--- src/sv/g3ne_pkg.sv ---
// ----------------------------------------------------------------------------
// g3ne_pkg
// shared widths, types and helpers of the 3d grid neighbor edge generator
// ----------------------------------------------------------------------------
package g3ne_pkg;

    localparam int MAX_DIM       = 1024;
    localparam int MAX_NEIGHBORS = 6;
    localparam int WEIGHT_MOD    = 16;
    localparam int WGT_BITS      = $clog2(WEIGHT_MOD);

    localparam int DIM_W  = 11;   // grid dimension register
    localparam int HW_W   = 21;   // first_dim * second_dim
    localparam int TOT_W  = 31;   // vertex total, also divisor width
    localparam int LAB_W  = 30;   // label without base, also dividend width
    localparam int OUT_W  = 31;   // labels including base
    localparam int MULT_W = 31;   // hash multiplier
    localparam int EDGE_W = 33;   // running edge count
    localparam int WGT_W  = 5;    // edge weight
    localparam int CNT_W  = 5;    // serial step counter
    localparam int ADDR_W = 5;
    localparam int DATA_W = 32;

    // neighbor direction bit positions, in emission order
    localparam int DIR_ZP = 0;
    localparam int DIR_ZM = 1;
    localparam int DIR_YP = 2;
    localparam int DIR_YM = 3;
    localparam int DIR_XP = 4;
    localparam int DIR_XM = 5;

    typedef enum logic [2:0] {
        REG_FIRST_DIM  = 3'd0,
        REG_SECOND_DIM = 3'd1,
        REG_THIRD_DIM  = 3'd2,
        REG_BASE_VALUE = 3'd3,
        REG_LABEL_MODE = 3'd4,
        REG_HASH_MULT  = 3'd5
    } t_reg_idx;

    typedef enum logic [3:0] {
        ST_IDLE,
        ST_TOTAL,
        ST_MOD_GO,
        ST_MOD_WAIT,
        ST_HASH_GO,
        ST_HASH_WAIT,
        ST_Z_GO,
        ST_Z_WAIT,
        ST_Y_GO,
        ST_Y_WAIT,
        ST_EMIT
    } t_state;

    typedef struct packed {
        logic             done;
        logic [LAB_W-1:0] quot;
        logic [TOT_W-1:0] rem;
    } t_div_res;

    typedef struct packed {
        logic             done;
        logic [LAB_W-1:0] prod;
    } t_mm_res;

    // zero reads as one, anything above the maximum as the maximum
    function automatic logic [DIM_W-1:0] dim_clamp(input logic [DIM_W-1:0] v);
        logic [DIM_W-1:0] r;
        if (v == '0) begin
            r = DIM_W'(1);
        end else if (v > DIM_W'(MAX_DIM)) begin
            r = DIM_W'(MAX_DIM);
        end else begin
            r = v;
        end
        return r;
    endfunction

endpackage

--- src/sv/g3ne_div.sv ---
// ----------------------------------------------------------------------------
// g3ne_div
// bit-serial restoring divider, one quotient bit per cycle
// ----------------------------------------------------------------------------
module g3ne_div import g3ne_pkg::*; (
    input  logic             i_clk,
    input  logic             i_rst_n,
    input  logic             i_start,
    input  logic [LAB_W-1:0] i_dividend,
    input  logic [TOT_W-1:0] i_divisor,
    output t_div_res         o_res
);

    logic             r_busy;
    logic             r_done;
    logic [CNT_W-1:0] r_cnt;
    logic [LAB_W-1:0] r_quo;
    logic [TOT_W-1:0] r_rem;
    logic [TOT_W-1:0] r_dvs;

    logic [TOT_W:0]   w_trial;
    logic [TOT_W:0]   w_diff;
    logic             w_ge;

    // shift the next dividend bit into the partial remainder
    assign w_trial = {r_rem, r_quo[LAB_W-1]};
    assign w_diff  = w_trial - {1'b0, r_dvs};
    assign w_ge    = (w_trial >= {1'b0, r_dvs});

    always_ff @(posedge i_clk) begin
        if (!i_rst_n) begin
            r_busy <= 1'b0;
            r_done <= 1'b0;
            r_cnt  <= '0;
        end else begin
            r_done <= 1'b0;
            if (i_start) begin
                r_busy <= 1'b1;
                r_cnt  <= '0;
            end else if (r_busy) begin
                r_cnt <= r_cnt + CNT_W'(1);
                if (r_cnt == CNT_W'(LAB_W - 1)) begin
                    r_busy <= 1'b0;
                    r_done <= 1'b1;
                end
            end
        end
    end

    always_ff @(posedge i_clk) begin
        if (i_start) begin
            r_quo <= i_dividend;
            r_rem <= '0;
            r_dvs <= i_divisor;
        end else if (r_busy) begin
            r_quo <= {r_quo[LAB_W-2:0], w_ge};
            r_rem <= w_ge ? w_diff[TOT_W-1:0] : w_trial[TOT_W-1:0];
        end
    end

    assign o_res.done = r_done;
    assign o_res.quot = r_quo;
    assign o_res.rem  = r_rem;

endmodule

--- src/sv/g3ne_mulmod.sv ---
// ----------------------------------------------------------------------------
// g3ne_mulmod
// bit-serial modular multiplier, multiplier msb first, a doubling and an add step per bit
// ----------------------------------------------------------------------------
module g3ne_mulmod import g3ne_pkg::*; (
    input  logic              i_clk,
    input  logic              i_rst_n,
    input  logic              i_start,
    input  logic [LAB_W-1:0]  i_a,
    input  logic [MULT_W-1:0] i_mult,
    input  logic [TOT_W-1:0]  i_mod,
    output t_mm_res           o_res
);

    logic              r_busy;
    logic              r_done;
    logic              r_phase;
    logic [CNT_W-1:0]  r_cnt;
    logic [MULT_W-1:0] r_mul;
    logic [TOT_W-1:0]  r_acc;
    logic [LAB_W-1:0]  r_a;
    logic [TOT_W-1:0]  r_mod;

    logic [TOT_W:0]    w_addend;
    logic [TOT_W:0]    w_pre;
    logic [TOT_W:0]    w_sub;
    logic              w_ge;

    // phase 0 doubles the accumulator, phase 1 adds a when the bit is set
    assign w_addend = r_mul[MULT_W-1] ? (TOT_W+1)'(r_a) : '0;
    assign w_pre    = r_phase ? ({1'b0, r_acc} + w_addend) : {r_acc, 1'b0};
    assign w_sub    = w_pre - {1'b0, r_mod};
    assign w_ge     = (w_pre >= {1'b0, r_mod});

    always_ff @(posedge i_clk) begin
        if (!i_rst_n) begin
            r_busy  <= 1'b0;
            r_done  <= 1'b0;
            r_phase <= 1'b0;
            r_cnt   <= '0;
        end else begin
            r_done <= 1'b0;
            if (i_start) begin
                r_busy  <= 1'b1;
                r_phase <= 1'b0;
                r_cnt   <= '0;
            end else if (r_busy) begin
                r_phase <= ~r_phase;
                if (r_phase) begin
                    r_cnt <= r_cnt + CNT_W'(1);
                    if (r_cnt == CNT_W'(MULT_W - 1)) begin
                        r_busy <= 1'b0;
                        r_done <= 1'b1;
                    end
                end
            end
        end
    end

    always_ff @(posedge i_clk) begin
        if (i_start) begin
            r_acc <= '0;
            r_mul <= i_mult;
            r_a   <= i_a;
            r_mod <= i_mod;
        end else if (r_busy) begin
            r_acc <= w_ge ? w_sub[TOT_W-1:0] : w_pre[TOT_W-1:0];
            if (r_phase) begin
                r_mul <= {r_mul[MULT_W-2:0], 1'b0};
            end
        end
    end

    assign o_res.done = r_done;
    assign o_res.prod = r_acc[LAB_W-1:0];

endmodule

--- src/sv/grid3d_neighbor_edge_generator_top.sv ---
// ----------------------------------------------------------------------------
// grid3d_neighbor_edge_generator_top
// six-point stencil neighbor edge generator for a 3d grid graph
// ----------------------------------------------------------------------------
// usage:
//   input channel (i_in_valid / o_in_ready) takes one vertex number per word.
//   output channel (o_out_valid / i_out_ready) gives one word per existing
//   face neighbor in the order z+1, z-1, y+1, y-1, x+1, x-1, the final one
//   flagged by o_last; an isolated vertex gives a single word with
//   o_has_edge low.
//   the apb port sets the grid extents, base, label mode and hash multiplier;
//   write it only while the block is idle.
// timing:
//   one vertex at a time; the words of a vertex follow one per cycle while the
//   receiver is ready. the wait for the first word is set by the bit-serial
//   divider (label mod total, then label / (x*y extent), then the rest / x
//   extent, 30 steps each) and, in hashed mode, the modular multiplier (a
//   doubling and an add step per multiplier bit, 31 bits).
// reset and stall:
//   synchronous reset restores the register defaults and clears the edge
//   count. a stalled receiver holds the output word; the next vertex is taken
//   as soon as the last word of the current one sits in the output register.
// ----------------------------------------------------------------------------
module grid3d_neighbor_edge_generator_top import g3ne_pkg::*; (
    input  logic              i_clk,
    input  logic              i_rst_n,
    // vertex input
    input  logic              i_in_valid,
    output logic              o_in_ready,
    input  logic [LAB_W-1:0]  i_vertex_number,
    // edge output
    output logic              o_out_valid,
    input  logic              i_out_ready,
    output logic [OUT_W-1:0]  o_vertex_label,
    output logic [EDGE_W-1:0] o_first_edge_index,
    output logic [OUT_W-1:0]  o_neighbor_label,
    output logic [WGT_W-1:0]  o_edge_weight,
    output logic              o_has_edge,
    output logic              o_last,
    // configuration
    input  logic              psel,
    input  logic              penable,
    input  logic              pwrite,
    input  logic [ADDR_W-1:0] paddr,
    input  logic [DATA_W-1:0] pwdata,
    output logic [DATA_W-1:0] prdata,
    output logic              pready
);

    // configuration registers
    logic [DIM_W-1:0]  r_first_dim;
    logic [DIM_W-1:0]  r_second_dim;
    logic [DIM_W-1:0]  r_third_dim;
    logic              r_base_value;
    logic              r_label_mode;
    logic [MULT_W-1:0] r_hash_mult;

    t_state            r_state;
    t_state            n_state;

    logic [LAB_W-1:0]  r_num;
    logic [HW_W-1:0]   r_hw;
    logic [TOT_W-1:0]  r_total;
    logic [LAB_W-1:0]  r_lab;
    logic [HW_W-1:0]   r_rem;
    logic [DIM_W-1:0]  r_x;
    logic [DIM_W-1:0]  r_y;
    logic [DIM_W-1:0]  r_z;
    logic [EDGE_W-1:0] r_first;
    logic [EDGE_W-1:0] r_edge_count;
    logic [MAX_NEIGHBORS-1:0] r_sent;

    logic              r_out_valid;
    logic [OUT_W-1:0]  r_vertex_label;
    logic [EDGE_W-1:0] r_first_edge_index;
    logic [OUT_W-1:0]  r_neighbor_label;
    logic [WGT_W-1:0]  r_edge_weight;
    logic              r_has_edge;
    logic              r_last;

    t_reg_idx          w_idx;
    logic              w_wr;
    logic [DIM_W-1:0]  w_h;
    logic [DIM_W-1:0]  w_w;
    logic [DIM_W-1:0]  w_d;

    logic              w_accept;
    logic              w_div_start;
    logic              w_mm_start;
    logic              w_emit;
    logic [LAB_W-1:0]  w_div_dividend;
    logic [TOT_W-1:0]  w_div_divisor;
    t_div_res          w_div;
    t_mm_res           w_mm;

    logic [MAX_NEIGHBORS-1:0] w_mask;
    logic [MAX_NEIGHBORS-1:0] w_remain;
    logic [MAX_NEIGHBORS-1:0] w_pick;
    logic              w_isolated;
    logic              w_last;
    logic              w_out_free;
    logic [HW_W-1:0]   w_off;
    logic              w_neg;
    logic [OUT_W-1:0]  w_nb;
    logic [OUT_W-1:0]  w_vl;
    logic [OUT_W-1:0]  w_nl;
    logic [WGT_BITS-1:0] w_wsum;

    // ---------------- configuration port ----------------
    assign pready = 1'b1;
    assign w_idx  = t_reg_idx'(paddr[ADDR_W-1:2]);
    assign w_wr   = psel && penable && pwrite;

    always_ff @(posedge i_clk) begin
        if (!i_rst_n) begin
            r_first_dim  <= DIM_W'(1);
            r_second_dim <= DIM_W'(1);
            r_third_dim  <= DIM_W'(1);
            r_base_value <= 1'b0;
            r_label_mode <= 1'b0;
            r_hash_mult  <= MULT_W'(1);
        end else if (w_wr) begin
            case (w_idx)
                REG_FIRST_DIM:  r_first_dim  <= pwdata[DIM_W-1:0];
                REG_SECOND_DIM: r_second_dim <= pwdata[DIM_W-1:0];
                REG_THIRD_DIM:  r_third_dim  <= pwdata[DIM_W-1:0];
                REG_BASE_VALUE: r_base_value <= pwdata[0];
                REG_LABEL_MODE: r_label_mode <= pwdata[0];
                REG_HASH_MULT:  r_hash_mult  <= pwdata[MULT_W-1:0];
                default: ;
            endcase
        end
    end

    always_comb begin
        case (w_idx)
            REG_FIRST_DIM:  prdata = DATA_W'(r_first_dim);
            REG_SECOND_DIM: prdata = DATA_W'(r_second_dim);
            REG_THIRD_DIM:  prdata = DATA_W'(r_third_dim);
            REG_BASE_VALUE: prdata = DATA_W'(r_base_value);
            REG_LABEL_MODE: prdata = DATA_W'(r_label_mode);
            REG_HASH_MULT:  prdata = DATA_W'(r_hash_mult);
            default:        prdata = '0;
        endcase
    end

    assign w_h = dim_clamp(r_first_dim);
    assign w_w = dim_clamp(r_second_dim);
    assign w_d = dim_clamp(r_third_dim);

    // ---------------- serial units ----------------
    always_comb begin
        case (r_state)
            ST_MOD_GO: begin
                w_div_dividend = r_num;
                w_div_divisor  = r_total;
            end
            ST_Z_GO: begin
                w_div_dividend = r_lab;
                w_div_divisor  = TOT_W'(r_hw);
            end
            default: begin
                w_div_dividend = LAB_W'(r_rem);
                w_div_divisor  = TOT_W'(w_h);
            end
        endcase
    end

    g3ne_div u_div (
        .i_clk      (i_clk),
        .i_rst_n    (i_rst_n),
        .i_start    (w_div_start),
        .i_dividend (w_div_dividend),
        .i_divisor  (w_div_divisor),
        .o_res      (w_div)
    );

    g3ne_mulmod u_mulmod (
        .i_clk   (i_clk),
        .i_rst_n (i_rst_n),
        .i_start (w_mm_start),
        .i_a     (r_lab),
        .i_mult  (r_hash_mult),
        .i_mod   (r_total),
        .o_res   (w_mm)
    );

    // ---------------- neighbor selection ----------------
    always_comb begin
        w_mask = '0;
        w_mask[DIR_ZP] = (({1'b0, r_z} + (DIM_W+1)'(1)) < {1'b0, w_d});
        w_mask[DIR_ZM] = (r_z != '0);
        w_mask[DIR_YP] = (({1'b0, r_y} + (DIM_W+1)'(1)) < {1'b0, w_w});
        w_mask[DIR_YM] = (r_y != '0);
        w_mask[DIR_XP] = (({1'b0, r_x} + (DIM_W+1)'(1)) < {1'b0, w_h});
        w_mask[DIR_XM] = (r_x != '0);
    end

    assign w_remain   = w_mask & ~r_sent;
    // lowest pending direction
    assign w_pick     = w_remain & (~w_remain + MAX_NEIGHBORS'(1));
    assign w_isolated = (w_mask == '0);
    assign w_last     = w_isolated || ((w_remain & ~w_pick) == '0);

    assign w_off = (w_pick[DIR_ZP] || w_pick[DIR_ZM]) ? r_hw :
                   (w_pick[DIR_YP] || w_pick[DIR_YM]) ? HW_W'(w_h) : HW_W'(1);
    assign w_neg = w_pick[DIR_ZM] || w_pick[DIR_YM] || w_pick[DIR_XM];
    assign w_nb  = w_neg ? (OUT_W'(r_lab) - OUT_W'(w_off))
                         : (OUT_W'(r_lab) + OUT_W'(w_off));
    assign w_vl  = OUT_W'(r_lab) + OUT_W'(r_base_value);
    assign w_nl  = w_nb + OUT_W'(r_base_value);
    assign w_wsum = w_vl[WGT_BITS-1:0] + w_nl[WGT_BITS-1:0];

    assign w_out_free = !r_out_valid || i_out_ready;
    assign w_accept   = i_in_valid && o_in_ready;

    // ---------------- sequencer ----------------
    always_ff @(posedge i_clk) begin
        if (!i_rst_n) begin
            r_state <= ST_IDLE;
        end else begin
            r_state <= n_state;
        end
    end

    always_comb begin
        n_state     = r_state;
        w_div_start = 1'b0;
        w_mm_start  = 1'b0;
        w_emit      = 1'b0;
        case (r_state)
            ST_IDLE: begin
                if (i_in_valid) n_state = ST_TOTAL;
            end
            ST_TOTAL: begin
                n_state = ST_MOD_GO;
            end
            ST_MOD_GO: begin
                w_div_start = 1'b1;
                n_state     = ST_MOD_WAIT;
            end
            ST_MOD_WAIT: begin
                if (w_div.done) n_state = r_label_mode ? ST_HASH_GO : ST_Z_GO;
            end
            ST_HASH_GO: begin
                w_mm_start = 1'b1;
                n_state    = ST_HASH_WAIT;
            end
            ST_HASH_WAIT: begin
                if (w_mm.done) n_state = ST_Z_GO;
            end
            ST_Z_GO: begin
                w_div_start = 1'b1;
                n_state     = ST_Z_WAIT;
            end
            ST_Z_WAIT: begin
                if (w_div.done) n_state = ST_Y_GO;
            end
            ST_Y_GO: begin
                w_div_start = 1'b1;
                n_state     = ST_Y_WAIT;
            end
            ST_Y_WAIT: begin
                if (w_div.done) n_state = ST_EMIT;
            end
            ST_EMIT: begin
                if (w_out_free) begin
                    w_emit = 1'b1;
                    if (w_last) n_state = ST_IDLE;
                end
            end
            default: n_state = ST_IDLE;
        endcase
    end

    assign o_in_ready = (r_state == ST_IDLE);

    // control state
    always_ff @(posedge i_clk) begin
        if (!i_rst_n) begin
            r_edge_count <= '0;
            r_sent       <= '0;
            r_out_valid  <= 1'b0;
        end else begin
            if (r_state == ST_Y_WAIT && w_div.done) begin
                r_sent <= '0;
            end else if (w_emit) begin
                r_sent <= r_sent | w_pick;
            end
            if (w_emit && !w_isolated) begin
                r_edge_count <= r_edge_count + EDGE_W'(1);
            end
            if (w_emit) begin
                r_out_valid <= 1'b1;
            end else if (i_out_ready) begin
                r_out_valid <= 1'b0;
            end
        end
    end

    // datapath
    always_ff @(posedge i_clk) begin
        if (w_accept) begin
            r_num <= i_vertex_number;
            r_hw  <= HW_W'(w_h) * HW_W'(w_w);
        end
        if (r_state == ST_TOTAL) begin
            r_total <= TOT_W'(r_hw) * TOT_W'(w_d);
        end
        if (r_state == ST_MOD_WAIT && w_div.done) begin
            r_lab <= w_div.rem[LAB_W-1:0];
        end
        if (r_state == ST_HASH_WAIT && w_mm.done) begin
            r_lab <= w_mm.prod;
        end
        if (r_state == ST_Z_WAIT && w_div.done) begin
            r_z   <= w_div.quot[DIM_W-1:0];
            r_rem <= w_div.rem[HW_W-1:0];
        end
        if (r_state == ST_Y_WAIT && w_div.done) begin
            r_y     <= w_div.quot[DIM_W-1:0];
            r_x     <= w_div.rem[DIM_W-1:0];
            r_first <= r_edge_count + EDGE_W'(r_base_value);
        end
        if (w_emit) begin
            r_vertex_label     <= w_vl;
            r_first_edge_index <= r_first;
            r_has_edge         <= !w_isolated;
            r_last             <= w_last;
            if (w_isolated) begin
                r_neighbor_label <= '0;
                r_edge_weight    <= '0;
            end else begin
                r_neighbor_label <= w_nl;
                r_edge_weight    <= {1'b0, w_wsum} + WGT_W'(1);
            end
        end
    end

    assign o_out_valid        = r_out_valid;
    assign o_vertex_label     = r_vertex_label;
    assign o_first_edge_index = r_first_edge_index;
    assign o_neighbor_label   = r_neighbor_label;
    assign o_edge_weight      = r_edge_weight;
    assign o_has_edge         = r_has_edge;
    assign o_last             = r_last;

endmodule

--- config.mk ---
export PLATFORM = sky130hd
export DESIGN_NAME = grid3d_neighbor_edge_generator_top
export DESIGN_NICKNAME = d
export VERILOG_FILES = /design/src/sv/g3ne_pkg.sv /design/src/sv/g3ne_div.sv /design/src/sv/g3ne_mulmod.sv /design/src/sv/grid3d_neighbor_edge_generator_top.sv
export SDC_FILE = /design/constraint.sdc
export NUM_CORES = 2
export LEC_CHECK = 0
export ABC_AREA = 1
export BUFFER_PORTS_ARGS = -buffer_cell sky130_fd_sc_hd__buf_2
export CELL_PAD_IN_SITES_DETAIL_PLACEMENT = 0
export CELL_PAD_IN_SITES_GLOBAL_PLACEMENT = 1
export CORE_UTILIZATION = 30
export DETAILED_ROUTE_END_ITERATION = 8
export GPL_ROUTABILITY_DRIVEN = 0
export GPL_TIMING_DRIVEN = 0
export PLACE_DENSITY_LB_ADDON = 0.2
export SYNTH_ARGS = -nofsm -noshare
export SYNTH_HDL_FRONTEND = slang
export SYNTH_SLANG_ARGS = --single-unit
--- constraint.sdc ---
create_clock -name i_clk -period 7.47 [get_ports i_clk]
set_input_delay 0.3735 -clock i_clk [delete_from_list [all_inputs] [get_ports i_clk]]
set_output_delay 0.3735 -clock i_clk [all_outputs]
set_load 0.1 [all_outputs]
# After elaboration in Yosys (flattened, before gate mapping)
# Cells that the tools add are included.
[totals] regBits=641 inputBits=74 out_inout_bits=137 elab_cells=194
[classes] addsub=17 n_mul=2 order_cmp=8 n_eq_ne=24 mux=47 bitwise_logic=11 n_reduce_logical=46
[op_table] cell="31-bit two-way mux" n=6
[op_table] cell="31-bit one-hot mux with 6 select lines" n=1
[op_table] cell="30-bit two-way mux" n=5
[op_table] cell="11-bit two-way mux" n=7
[op_table] cell="32-bit by 31-bit greater-or-equal comparator with 1-bit output" n=2
[op_table] cell="31-bit one-hot mux with 2 select lines" n=1
[op_table] cell="31-bit subtractor" n=2
[op_table] cell="30-bit one-hot mux with 2 select lines" n=1
[op_table] cell="4-bit one-hot mux with 11 select lines" n=1
[op_table] cell="11-bit by 1-bit adder with 12-bit output, second input constant" n=3
[op_table] cell="12-bit by 11-bit less-than comparator with 1-bit output" n=3
[op_table] cell="33-bit by 1-bit adder with 33-bit output" n=1
[op_table] cell="33-bit by 1-bit adder with 33-bit output, second input constant" n=1
[op_table] cell="11-bit greater-than comparator, second input constant" n=3
[op_table] cell="11-bit logical NOT" n=3
[op_table] cell="11-bit nonzero test" n=3
[op_table] cell="31-bit by 32-bit adder with 32-bit output" n=1
[op_table] cell="32-bit two-way mux" n=1
[op_table] cell="30-bit by 1-bit adder with 31-bit output" n=1
[op_table] cell="30-bit by 21-bit adder with 31-bit output" n=1
[op_table] cell="31-bit by 1-bit adder with 31-bit output" n=1
[op_table] cell="21-bit by 11-bit multiplier with 31-bit output" n=1
[op_table] cell="30-bit by 21-bit subtractor with 31-bit output" n=1
[op_table] cell="4-bit two-way mux" n=7
[op_table] cell="other kinds (34)" n=98

# Logic depth before layout (Yosys ltp)
[depth] depth_word=16 ltp_mapped=49 depth_no_buf=47

# By module
# From an unflattened synthesis, not the netlist that was laid out.
[hier_totals] hier_cells=6138 area_unflattened_um2=49065.8
[modules_own_cells] mod="grid3d_neighbor_edge_generator_top" instances=1 cells_per_inst=3628 area_each_um2=32034.5 seq_area_each_um2=11240.8
[modules_own_cells] mod="g3ne_mulmod" instances=1 cells_per_inst=1538 area_each_um2=10323.7 seq_area_each_um2=3543.4
[modules_own_cells] mod="g3ne_div" instances=1 cells_per_inst=972 area_each_um2=6707.7 seq_area_each_um2=2592.5

# Least setup slack after synthesis
# Ideal clock, no wire load.
[synth_timing] path_type="register -> register" start="register r_out_valid (netlist: o_out_valid)" end="register r_edge_count[7]" setup_time_ns=0.132 arrival_time_ns=6.769 path_slack_ns=0.570 path_stages_with_launch=11 n_path_buf=0 period_less_slack_ns=6.900 cell_sequence="dfxtp_1 -> inv_1 -> nor2_1 -> nor2_1 -> nand2_2 -> nor2_2 -> nand2_1 -> nor2_1 -> inv_1 -> nor3_1 -> nor3_1"
[synth_between] elab_chain_cells=5
[synth_rtl] element="start, declared" line_no="grid3d_neighbor_edge_generator_top.sv:73" source="logic r_out_valid;"
[synth_rtl] element="start signal, assigned" line_no="grid3d_neighbor_edge_generator_top.sv:283" source="r_out_valid <= 1'b0;"
[synth_rtl] element="start signal, assigned" line_no="grid3d_neighbor_edge_generator_top.sv:294" source="r_out_valid <= 1'b1;"
[synth_rtl] element="start signal, assigned" line_no="grid3d_neighbor_edge_generator_top.sv:296" source="r_out_valid <= 1'b0;"
[synth_rtl] element="1-bit logical NOT" line_no="grid3d_neighbor_edge_generator_top.sv:214" source="assign w_out_free = !r_out_valid || i_out_ready;"
[synth_rtl] element="1-bit logical OR" line_no="grid3d_neighbor_edge_generator_top.sv:214"
[synth_rtl] element="1-bit two-way mux" line_no="grid3d_neighbor_edge_generator_top.sv:267" source="if (w_out_free) begin"
[synth_rtl] element="1-bit two-way mux" line_no="grid3d_neighbor_edge_generator_top.sv:231" source="case (r_state)"
[synth_rtl] element="net w_emit" line_no="grid3d_neighbor_edge_generator_top.sv:90" source="logic w_emit;"
[synth_rtl] element="1-bit logical AND" line_no="grid3d_neighbor_edge_generator_top.sv:290" source="if (w_emit && !w_isolated) begin"
[synth_rtl] element="end signal, assigned" line_no="grid3d_neighbor_edge_generator_top.sv:291" source="r_edge_count <= r_edge_count + EDGE_W'(1);"
[synth_rtl] element="end, declared" line_no="grid3d_neighbor_edge_generator_top.sv:70" source="logic [EDGE_W-1:0] r_edge_count;"
# The timed path passes the listed nets, and every way through them passes these cells.
# A chain may end at the register's enable or synchronous reset.

# Worst setup path in the final report
[layout_timing] start="register r_third_dim[10]" end="register r_neighbor_label[28] (netlist: o_neighbor_label[28]), data pin"
[layout_between] elab_chain_cells=14 elab_cells_between_ends=20
[layout_rtl] element="start, declared" line_no="grid3d_neighbor_edge_generator_top.sv:53" source="logic [DIM_W-1:0] r_third_dim;"
[layout_rtl] element="start signal, assigned" line_no="grid3d_neighbor_edge_generator_top.sv:126" source="REG_THIRD_DIM: r_third_dim <= pwdata[DIM_W-1:0];"
[layout_rtl] element="11-bit greater-than comparator" line_no="g3ne_pkg.sv:71" source="end else if (v > DIM_W'(MAX_DIM)) begin"
[layout_rtl] element="11-bit two-way mux" line_no="g3ne_pkg.sv:71"
[layout_rtl] element="11-bit two-way mux (*)" line_no="g3ne_pkg.sv:69" source="if (v == '0) begin"
[layout_rtl] element="12-bit by 11-bit less-than comparator with 1-bit output (*)" line_no="grid3d_neighbor_edge_generator_top.sv:191" source="w_mask[DIR_ZP] = (({1'b0, r_z} + (DIM_W+1)'(1)) < {1'b0, w_d});"
[layout_rtl] element="6-bit AND" line_no="grid3d_neighbor_edge_generator_top.sv:199" source="assign w_remain = w_mask & ~r_sent;"
[layout_rtl] element="6-bit inverter" line_no="grid3d_neighbor_edge_generator_top.sv:201" source="assign w_pick = w_remain & (~w_remain + MAX_NEIGHBORS'(1));"
[layout_rtl] element="6-bit by 1-bit adder with 6-bit output" line_no="grid3d_neighbor_edge_generator_top.sv:201"
[layout_rtl] element="6-bit AND" line_no="grid3d_neighbor_edge_generator_top.sv:201"
[layout_rtl] element="1-bit logical OR" line_no="grid3d_neighbor_edge_generator_top.sv:206" source="(w_pick[DIR_YP] || w_pick[DIR_YM]) ? HW_W'(w_h) : HW_W'(1);"
[layout_rtl] element="11-bit two-way mux" line_no="grid3d_neighbor_edge_generator_top.sv:206"
[layout_rtl] element="21-bit two-way mux" line_no="grid3d_neighbor_edge_generator_top.sv:205" source="assign w_off = (w_pick[DIR_ZP] || w_pick[DIR_ZM]) ? r_hw :"
[layout_rtl] element="30-bit by 21-bit adder with 31-bit output or 30-bit by 21-bit subtractor with 31-bit output (tied branches)" line_no="grid3d_neighbor_edge_generator_top.sv:209, grid3d_neighbor_edge_generator_top.sv:208"
[layout_rtl] element="31-bit two-way mux" line_no="grid3d_neighbor_edge_generator_top.sv:208" source="assign w_nb = w_neg ? (OUT_W'(r_lab) - OUT_W'(w_off))"
[layout_rtl] element="31-bit by 1-bit adder with 31-bit output" line_no="grid3d_neighbor_edge_generator_top.sv:211" source="assign w_nl = w_nb + OUT_W'(r_base_value);"
[layout_rtl] element="end signal, assigned" line_no="grid3d_neighbor_edge_generator_top.sv:334" source="r_neighbor_label <= w_nl;"
[layout_rtl] element="end, declared" line_no="grid3d_neighbor_edge_generator_top.sv:76" source="logic [OUT_W-1:0] r_neighbor_label;"
# Mark *: on every way between the ends. The rest lies on a longest branch, timed or not.

==> impl_metrics.py <==
metrics = {
    "critical_path": {
        "slowest_delay_ns": 0.47,
        "worstRegToRegCells": 38,
        "reg2reg_to": "o_neighbor_label[28]$_SDFFCE_PN0P_",
        "criticalPathCategory": "register to register",
        "crit_fanout": 10,
        "worst_ep_required_time_ns": 7.90,
        "critPathMostFrequentCell": "nor2_1",
        "cp_top_family": "simple AND/OR/NAND/NOR gates",
        "crit_path_end_kind": "register",
        "r2r_slack_ns": 0.52,
        "slowest_stage": "clkbuf_1",
        "cp.arrival_ns": 7.38,
        "rr_startpoint": "r_third_dim[10]$_SDFFE_PN0P_",
        "critical_path_buf_inv_count": 7,
        "cp-start-kind": "register",
    },
    "route": {
        "drtIter0Drc": 2556,
        "firstDrtPassIters": 5,
        "drc": 0,
        "wirelength_um": 158000,
        "viasPerCell": 4.78,
        "vias": 37600,
        "wl_per_cell_um": 20.1,
        "ant_nets": 0,
    },
    "sta": {
        "period_share_pct": 93.0,
        "finalSetupViolCount": 0,
        "fmax_mhz": 144,
        "setup_ws_ns": 0.525,
        "hold_viol": 0,
        "relSlewSlack_pct": 3.95,
        "fin_crit_ns": 6.95,
        "finalMaxSlewViolations": 0,
        "tightest_slew_ns": 1.43,
        "skew_ns": 0.0331,
    },
    "placement": {
        "hpwl_um": 128000,
        "portBuffers": 204,
        "dp_cells": 7626,
        "dp_slack_ns": -1.43,
    },
    "synth": {
        "synth_common_cells": "nand2_1, inv_1, nor2_1, edfxtp_1, a21oi_1",
        "netlist_area_um2": 45900,
        "synth.most_common_cell": "nand2_1",
        "synth_top_flop_cell": "edfxtp_1",
        "synth_top_area_share_pct": 29.7,
        "ys_types": 77,
        "ys_seq_elements": 641,
        "yosys-top-cells-area": "edfxtp_1, fa_1, nand2_1",
        "synthArstFlopShare_pct": 0,
        "avgSynthCellArea_um2": 8.53,
        "ys_seq_area_share_pct": 37.8,
        "synth_nets": 6005,
        "yosysWarnings": 0,
        "synth-edff-count": 454,
        "netlist_instances": 5380,
        "yosys.area.top_type": "edfxtp_1",
    },
    "die": {
        "die_h_um": 393,
        "io-pin-count": 211,
        "die_w_um": 393,
        "initial_core_util_pct": 30.2,
        "floorplan.die_area_um2": 155000,
        "rows": 143,
        "core_area_um2": 152000,
    },
    "finish": {
        "final_cells": 7857,
        "area_growth_pct": 16.9,
        "drive_above_1_share_pct": 9.55,
        "nets": 6389,
        "final_core_util_pct": 35.3,
    },
    "hold_path": {
        "hold_depth": 3,
        "min_path_type": "primary input to register",
        "hold-path-endpoint": "r_first_dim[4]$_SDFFE_PN0P_",
        "hp-start": "pwdata[4]",
    },
    "grt": {
        "track_usage_pct": 20.2,
        "grt_pass1_vias": 37400,
        "overflow": 0,
        "antenna_found_initial": 2,
        "grt_first_pass_wirelength_um": 233000,
        "grt_max_degree": 40,
    },
    "clocking": {
        "clock_latency_ns": 0.70,
        "cts.clk_slew.worst_paths_ns": 0.07,
        "clockBufferDepth": 3,
        "h-tree-depth": 3,
        "numCtsBuffers": 78,
        "cts_tree": "built",
        "root_buffer": "clkbuf_16",
        "clock-sinks": 641,
    },
    "job": {
        "cap_violations": 0,
    },
    "status": {
        "outcome": "finished, final reports clean",
    },
    "pwr": {
        "powerDensity_nw_per_um2": 262,
        "power.total_mw": 14.1,
        "ir_worst_vdd_uv": 182,
        "cellLeakagePower_nw": 23.4,
    },
}
-- area by class of cell --
cell class,count,area (um^2)
fillers,15900,98200
multi-input cells,3678,25000
flip-flops and latches,641,17400
inverters,915,3470
well taps,2030,2540
repair buffers,304,2120
clock buffers,101,2100
plain buffers,146,617
clock inverters,40,477
diodes,2,5.00
-- power by group --
part / switching (mW) / leakage (nW) / total (mW) / internal, mW
Clock: 1.63 / 1.25 / 3.91 / 2.28
Combinational: 3.58 / 16.5 / 5.13 / 1.55
Sequential: 0.471 / 5.65 / 5.05 / 4.58
Total: 5.68 / 23.4 / 14.1 / 8.40
-- per-stage QoR --
stage,hold slack [ns],cell area (um^2),setup TNS [ns]
floorplan,0.400,45900,0
finish,0.0461,53700,0
global placement,0.404,49500,-174.64
global route,0.0294,53700,-0.158
CTS,0.00367,53100,0
detailed placement,0.407,49800,-17.05
-- state kept, by name, summed over array words and instances (netlist names), 21 cells and up --
signal and count:
r_first 33, r_hash_mult 31, r_lab 30, u_mulmod.r_acc 31, u_mulmod.r_a 30, o_vertex_label 31
r_hw 21, r_num 30, o_neighbor_label 31, r_total 31, u_div.r_quo 30, u_mulmod.r_mul 31
u_div.r_rem 31, u_div.r_dvs 31, r_edge_count 33, o_first_edge_index 33, u_mulmod.r_mod 31, r_rem 21
-- kinds of logic (layout without fill, tap and decap cells) --
group / count (synthesis) / after routing / synth area share, %
DFF: 641 / 641 / 37.8
muxes: 3 / 3 / 0.0654
xor gates and xnor gates: 258 / 258 / 4.92
buffers and inverters: 1061 / 1506 / 8.76
other: 2 / 4 / 0.0164
and+or+nand+nor: 1896 / 1896 / 17.3
AOI/OAI and AO/OA: 968 / 968 / 12.0
adders and majority gates: 551 / 551 / 19.2
-- cells in the final DEF (no fill, tap or decap), types with 16 or more instances in the layout --
cell type,netlist,final
nand2_1,1010,1000
inv_1,885,877
nor2_1,510,476
edfxtp_1,454,454
a21oi_1,418,408
o21ai_0,306,302
ha_1,298,293
fa_1,253,253
buf_2,10,212
dfxtp_1,187,187
xor2_1,184,181
clkbuf_1,120,131
nand3_1,131,127
nor3_1,85,81
clkbuf_16,0,79
xnor2_1,74,72
dlygate4sd3_1,0,58
nand4_1,54,54
buf_4,3,29
o221ai_1,27,27
o211ai_1,26,26
nor2_4,5,24
nor4_1,24,24
nor2_2,7,22
inv_2,16,20
o21ai_1,20,20
a221oi_1,20,20
o22ai_1,21,20
clkinv_1,14,19
nand2_2,10,18
a31oi_1,18,17
a21o_1,16,16
buf_12,0,16
-- routing by layer --
metal / wire, um / GRT usage [%] / vias to the layer above
li1: - / - / 18400
met1: 74000 / 28.1 / 18200
met2: 73300 / 33.3 / 814
met3: 6850 / 2.61 / 157
met4: 3400 / 3.98 / 0
met5: 0 / 0 / -
-- worst min-delay path: stages --
cell     delay [ns]
buf_2          0.13
o21ai_0        0.10
a21oi_1        0.11
-- how the worst max path moves through the flow --
stage                                      start                            endpoint  slack [ns]  cells after the start
floorplan               o_out_valid$_SDFFE_PN0P_        r_edge_count[7]$_SDFFE_PN0P_        0.57                     10
global placement         r_state[0]$_SDFFE_PN0P_       r_edge_count[18]$_SDFFE_PN0P_       -2.99                     11
detailed placement   r_third_dim[8]$_SDFFE_PN0P_  o_neighbor_label[29]$_SDFFCE_PN0P_       -1.43                     44
CTS                 r_third_dim[10]$_SDFFE_PN0P_  o_neighbor_label[27]$_SDFFCE_PN0P_      0.0003                     44
global route         r_third_dim[9]$_SDFFE_PN0P_  o_neighbor_label[29]$_SDFFCE_PN0P_       -0.07                     46
finish              r_third_dim[10]$_SDFFE_PN0P_  o_neighbor_label[28]$_SDFFCE_PN0P_        0.52                     38
-- timing repair --
| item | CTS | global route |
|---|---|---|
| buffers inserted | 5 | 25 |
| gates resized for setup | 34 | 104 |
| hold endpoints to repair | 71 | 0 |
| endpoints found under the setup margin | 25 | 26 |
| hold buffers | 58 | 0 |
| pin swaps | 3 | 18 |
(Power assumes the default switching activity.)
